==> src/hw/rtl/fpsc_pkg.sv <==
package fpsc_pkg;

   localparam int FRAC_BITS_DEF = 8;
   localparam int ANGLE_W       = 24;
   localparam int VALUE_W       = 32;

   // Pipeline depth of each part, and the number of series terms
   localparam int FRONT_STAGES = 6;
   localparam int STEP_STAGES  = 2;
   localparam int BLEND_STAGES = 2;
   localparam int TERM_COUNT   = 9;

   // Reciprocal constants for division by 360 and by 20
   localparam int          RECIP_SHIFT = 28;
   localparam logic [23:0] RECIP_360   = 24'((1 << RECIP_SHIFT) / 360);
   localparam logic [23:0] RECIP_20    = 24'((1 << RECIP_SHIFT) / 20);
   localparam int          DEG_360     = 360;
   localparam int          DEG_20      = 20;

   // One item as it flows through the series pipeline
   typedef struct packed {
      logic        op;
      logic        blend;
      logic [31:0] x;
      logic [31:0] ratio;
      logic [31:0] v;
      logic [31:0] acc;
   } sc_item_type;

   // Degree to radian factor, truncated to frac_bits fraction bits
   function automatic logic [31:0] deg2rad_fx(int frac_bits);
      longint unsigned n;
      n = 64'd174532925199 << frac_bits;
      return 32'(n / 64'd10000000000000);
   endfunction

   // Multiplier for exact truncating division of a magnitude up to 2^31
   function automatic logic [31:0] div_magic(int idx);
      logic [31:0] m;
      case (idx)
         3:       m = 32'hAAAA_AAAB;
         5:       m = 32'hCCCC_CCCD;
         6:       m = 32'hAAAA_AAAB;
         7:       m = 32'h9249_2493;
         9:       m = 32'hE38E_38E4;
         default: m = 32'h8000_0000;
      endcase
      return m;
   endfunction

   function automatic int div_shift(int idx);
      int s;
      case (idx)
         1:       s = 31;
         2:       s = 32;
         3, 4:    s = 33;
         9:       s = 35;
         default: s = 34;
      endcase
      return s;
   endfunction

endpackage

==> src/hw/rtl/fpsc_step.sv <==
module fpsc_step #(
   parameter int FRAC_BITS = fpsc_pkg::FRAC_BITS_DEF,
   parameter int TERM_IDX  = 1
) (
   input  logic                               clock,
   input  logic [fpsc_pkg::STEP_STAGES-1:0]   stage_en,
   input  fpsc_pkg::sc_item_type              item_in,
   output fpsc_pkg::sc_item_type              item_out
);
   import fpsc_pkg::*;

   localparam logic [31:0] MAGIC    = div_magic(TERM_IDX);
   localparam int          SHIFT    = div_shift(TERM_IDX);
   localparam bit          EVEN     = (TERM_IDX % 2) == 0;
   localparam bit          ODD3     = ((TERM_IDX % 2) == 1) && (TERM_IDX >= 3);
   localparam bit          POSITIVE = ((TERM_IDX % 4) == 0) || ((TERM_IDX % 4) == 1);

   // Stage A: multiply the running power by x
   sc_item_type a_ff, a_in;
   logic [31:0] prod;

   always_comb begin
      prod   = item_in.v * item_in.x;
      a_in   = item_in;
      a_in.v = 32'($signed(prod) >>> FRAC_BITS);
   end

   always_ff @(posedge clock) begin
      if (stage_en[0]) begin
         a_ff <= a_in;
      end
   end

   // Stage B: truncating divide by the term index, then accumulate the selected terms
   sc_item_type b_ff, b_in;
   logic        neg, use_term;
   logic [31:0] mag, q, vq;
   logic [63:0] mp;

   always_comb begin
      neg      = a_ff.v[31];
      mag      = neg ? 32'(0) - a_ff.v : a_ff.v;
      mp       = 64'(mag) * 64'(MAGIC);
      q        = 32'(mp >> SHIFT);
      vq       = neg ? 32'(0) - q : q;
      use_term = a_ff.op ? EVEN : ODD3;
      b_in     = a_ff;
      b_in.v   = vq;
      if (use_term) begin
         b_in.acc = POSITIVE ? a_ff.acc + vq : a_ff.acc - vq;
      end
   end

   always_ff @(posedge clock) begin
      if (stage_en[1]) begin
         b_ff <= b_in;
      end
   end

   assign item_out = b_ff;

endmodule

==> config.mk <==
export PLATFORM = sky130hd
export DESIGN_NAME = fpsc_step
export DESIGN_NICKNAME = d
export VERILOG_FILES = /design/src/hw/rtl/fpsc_pkg.sv /design/src/hw/rtl/fpsc_step.sv
export SDC_FILE = /design/constraint.sdc
export NUM_CORES = 1
export LEC_CHECK = 0
export BUFFER_PORTS_ARGS = -buffer_cell sky130_fd_sc_hd__buf_2
export CAP_MARGIN = 10
export CORE_MARGIN = 2
export CORE_UTILIZATION = 61
export CTS_CLUSTER_DIAMETER = 100
export DETAILED_ROUTE_END_ITERATION = 10
export PLACE_DENSITY = 0.83
export RECOVER_POWER = 100
export SLEW_MARGIN = 10
export SYNTH_ARGS = -nofsm -noshare
export SYNTH_HDL_FRONTEND = slang
export SYNTH_SLANG_ARGS = --single-unit
==> constraint.sdc <==
create_clock -name clock -period 9.9 [get_ports clock]
set_input_delay 1.98 -clock clock [delete_from_list [all_inputs] [get_ports clock]]
set_output_delay 1.98 -clock clock [all_outputs]
set_load 0.01 [all_outputs]
# Word level (Yosys, flattened, before mapping)
# Index checks and enable logic that the tools add are counted.
# classes
addsub	2
bitwise_logic	0
order_cmp	0
n_mul	1
reduce_logical	0
mux	2
eq_ne	0
div	0
shifts	0
# ops
cell	n
$mux 32	2
$mul 32x32->32	1
$sub 1x32->32 const A	1
$sub 1x24->25 const A	1
# totals
regBits	252
elab_cells	17
inputBits	133
romBits	0
mem_bits_rw	0
mem_count	0
latchBits	0

# Depth between registers and ports, before layout
# depth
depth_word	4
mapped_depth	26

# Worst setup path before layout
# Ideal clock, no wire load.
# synth_path
path_kind	in2reg
from	input item_in[44] (netlist name)
to	register a_ff[52] (netlist name) (data pin)
required_time_ps	9705
arrival_ps	8316
path_buffers	2
cell_stages	22
setup_slack_ps	1389
path_cell_list	clkbuf_1 -> clkbuf_1 -> and2_1 -> fa_1 -> fa_1 -> fa_1 -> inv_1 -> fa_1 -> inv_1 -> fa_1 -> inv_1 -> fa_1 -> inv_1 -> fa_1 -> fa_1 -> ha_1 -> and4_1 -> nor4b_1 -> o211ai_1 -> a31oi_1 -> a21boi_0 -> o311ai_0
# synth_between
elab_chain_cells	1
# synth_rtl
item	line	text
start, declared	fpsc_step.sv:7	input fpsc_pkg::sc_item_type item_in,
$mul 32x32->32	fpsc_step.sv:23	prod = item_in.v * item_in.x;
net prod[28]	fpsc_step.sv:20	logic [31:0] prod;
end signal, assigned	fpsc_step.sv:30	a_ff <= a_in;
end, declared	fpsc_step.sv:19	sc_item_type a_ff, a_in;
# The timed path passes the listed nets, and every way through them passes these cells.
# A chain may end at the register's enable or synchronous reset.

# Worst setup path after layout
# layout_path
from	input item_in[103] (netlist name)
to	register a_ff[52] (netlist name) (data pin)
# The elaborated chain is that of the path after synthesis.

==> results.py <==
metrics = {
    "global_route": {
        "grt_first_pass_wirelength_mm": 91.8,
        "grt_pass1_vias": 17500,
        "grt_max_degree": 73,
        "grt.overflow.total": 0,
        "antenna_found_initial": 5,
        "grt.total_usage_pct": 28.5,
    },
    "sta": {
        "slew_headroom_pct": -160,
        "holdWs_ps": 415,
        "setup_tns_ps": 0,
        "fmax_ghz": 0.109,
        "setup_violations": 0,
        "rsz0062_at_grt": "false",
        "period_needed_ps": 9150,
        "skew_ps": 9.02,
        "tightest_slew_ps": 3900,
        "drv_slew": 305,
        "final_hold_viol_count": 0,
        "post-route-period-util_pct": 92.4,
    },
    "critical_path": {
        "critPathMaxFanout": 26,
        "timing.rr.end": "item_out[61]",
        "crit_required_ps": 10210,
        "r2r_cells": 9,
        "critPathArrivalTime_ps": 9470,
        "rrSetupSlack_ps": 4200,
        "critPathCaptureType": "flop",
        "cp_cell_sequence": "clkbuf_1 -> and2_1 -> fa_1 -> fa_1 -> fa_1 -> inv_1 -> fa_1 -> inv_1 -> fa_1 -> inv_1 -> fa_1 -> inv_1 -> fa_1 -> fa_1 -> ha_1 -> and4_1 -> nor4b_1 -> o211ai_1 -> a31oi_1 -> a21boi_0 -> o311ai_0",
        "critPathLaunchType": "primary input",
        "cpMaxStageDelayCell": "clkbuf_1",
        "path_class": "primary input to flop",
        "rr_startpoint": "a_ff[55]",
        "crit_top_cell": "fa_1",
        "cpPeakStageDelay_ps": 860,
    },
    "floorplanning": {
        "coreArea_um2": 39800,
        "die_h_um": 205,
        "die_area_um2": 42000,
        "start_util_pct": 61.8,
        "rows": 73,
        "io_pins": 263,
        "die_w_um": 205,
    },
    "yosys": {
        "ys.flop_type": "edfxtp_1",
        "async_flop_share_pct": 0,
        "yosysUniqueCellTypes": 71,
        "synth_area_um2": 24600,
        "ys.warnings.count": 0,
        "synthCells": 2168,
        "ys_seq_area_share_pct": 30.7,
        "syn-num-nets": 2830,
        "syn_avg_cell_area_um2": 11.4,
        "synth_edf_count": 252,
        "ys_ff_latch": 252,
    },
    "cts": {
        "post_cts_buffers": 0,
        "cts_tree": "built",
        "cts_hold_buf": 0,
        "post_cts_resized": 0,
        "cts_root_buffer": "clkbuf_16",
        "path_clk_slew_ps": 60,
        "numClockSinks": 252,
        "clock_latency_ps": 520,
        "clock_path_buffers": 3,
        "htreeDepth": 1,
        "cts-buffers-inserted": 25,
    },
    "cells_and_area": {
        "area_growth_pct": 8.61,
        "fin_nets": 3023,
        "most-common-layout-cells": "fa_1 (407), inv_1 (379), and2_1 (334), edfxtp_1 (252), nand2_1 (224)",
        "layoutNonFillerInstCount": 2904,
        "layout_commonest_cell": "fa_1",
        "final_layout_size_suffix_gt1_share_pct": 6.73,
        "fin_area_um2": 26700,
    },
    "hold_path": {
        "min_to": "item_out[91]",
        "hp-class": "flop to flop",
        "worstHoldStart": "a_ff[91]",
        "whs_path_depth": 0,
    },
    "placement": {
        "dpl-instance-area_um2": 26200,
        "numPortBuffers": 262,
        "dp_hpwl_mm": 44.7,
        "place_congestion": 0.944,
        "dp.cells": 2859,
    },
    "detailed_routing": {
        "drt_iter0_drc": 1173,
        "via_per_inst": 5.60,
        "wl_per_cell_um": 19.9,
        "drcViolationCount": 0,
        "via_count": 16300,
        "wirelength_mm": 57.9,
        "drt_first_pass_iters": 5,
        "ant_nets": 0,
    },
    "run_status": {
        "run_status": "complete, but fails checks",
        "violations": "max-capacitance violations, max-slew violations",
    },
    "run": {
        "drv_cap": 5,
    },
}
==> worst max path at each step <==
stage | end | slack [ps] | from | cells past startpoint
floorplan | a_ff[52] | 1390 | item_in[44] | 22
global placement | a_ff[52] | 940 | item_in[99] | 21
detailed placement | a_ff[52] | 660 | item_in[99] | 21
CTS | a_ff[52] | 1200 | item_in[99] | 21
global route | a_ff[52] | 440 | item_in[101] | 21
finish | a_ff[52] | 750 | item_in[103] | 21
==> cell type report <==
type,count,area [µm²]
multi-input cells,1432,15100
clock inverters,17,158
flip-flops and latches,252,7570
inverters,380,1430
repair buffers,270,1150
well taps,525,657
fillers,3047,13100
diodes,1,2.50
clock buffers,27,633
==> synth_stat cells, drive strengths merged, types with 7 or more instances <==
master / n / area, µm²
fa: 407 / 8150
inv: 379 / 1420
and2: 336 / 2100
edfxtp: 252 / 7570
nand2: 224 / 841
ha: 122 / 1530
clkbuf: 96 / 384
xnor2: 83 / 727
xor2: 38 / 340
nor2: 29 / 109
a21oi: 25 / 125
o21ai: 22 / 110
nor3: 12 / 60.1
nor4: 10 / 77.6
and3: 9 / 58.8
buf: 8 / 82.6
nand3: 8 / 40.0
nand4: 8 / 65.1
o211ai: 7 / 52.6
==> state kept, by name, summed over array words and instances (netlist names) <==
register,cells
item_out,130
a_ff,122
==> through the flow <==
step           utilization [%]  setup slack (ps)
4_1_cts                   67.8              1200
3_5_place_dp              65.8               659
3_3_place_gp              65.8               944
2_1_floorplan                -              1390
5_1_grt                   67.2               442
6_report                  67.2               748
==> worst max-delay path, delay by kind of cell <==
family | cells | cell delay (ps)
buffers and inverters | 5 | 1070
adders and majority gates | 9 | 4220
AOI/OAI and AO/OA | 4 | 1140
and+or+nand+nor | 3 | 1030
==> per-layer routing <==
layer  routed length (µm)  vias to the layer above  share of wire [%]  track usage (%)
met4                 2300                        8                4.0             11.4
met1                22000                     8259                 38             37.8
met5                   46                        -              0.079                0
met3                 5100                      144                8.8             4.26
met2                28400                      756                 49             47.5
li1                     -                     7100                  -                -
==> logic make-up (layout without fill, tap and decap cells) <==
kind of cell | Yosys count | after routing | share of synthesized area [%]
AND/OR/NAND/NOR | 666 | 666 | 14.6
adder cells (fa/ha/maj) | 529 | 529 | 39.3
buffers and inverters | 484 | 694 | 7.69
flip-flops | 252 | 252 | 30.7
XOR/XNOR | 121 | 121 | 4.33
AO/OA/AOI/OAI | 108 | 108 | 3.05
multiplexers | 8 | 8 | 0.335
other | 0 | 1 | 0
Power is left out: the tool's default activity adds up to more than one toggle a clock period on the data nets, which glitch-free logic cannot reach.
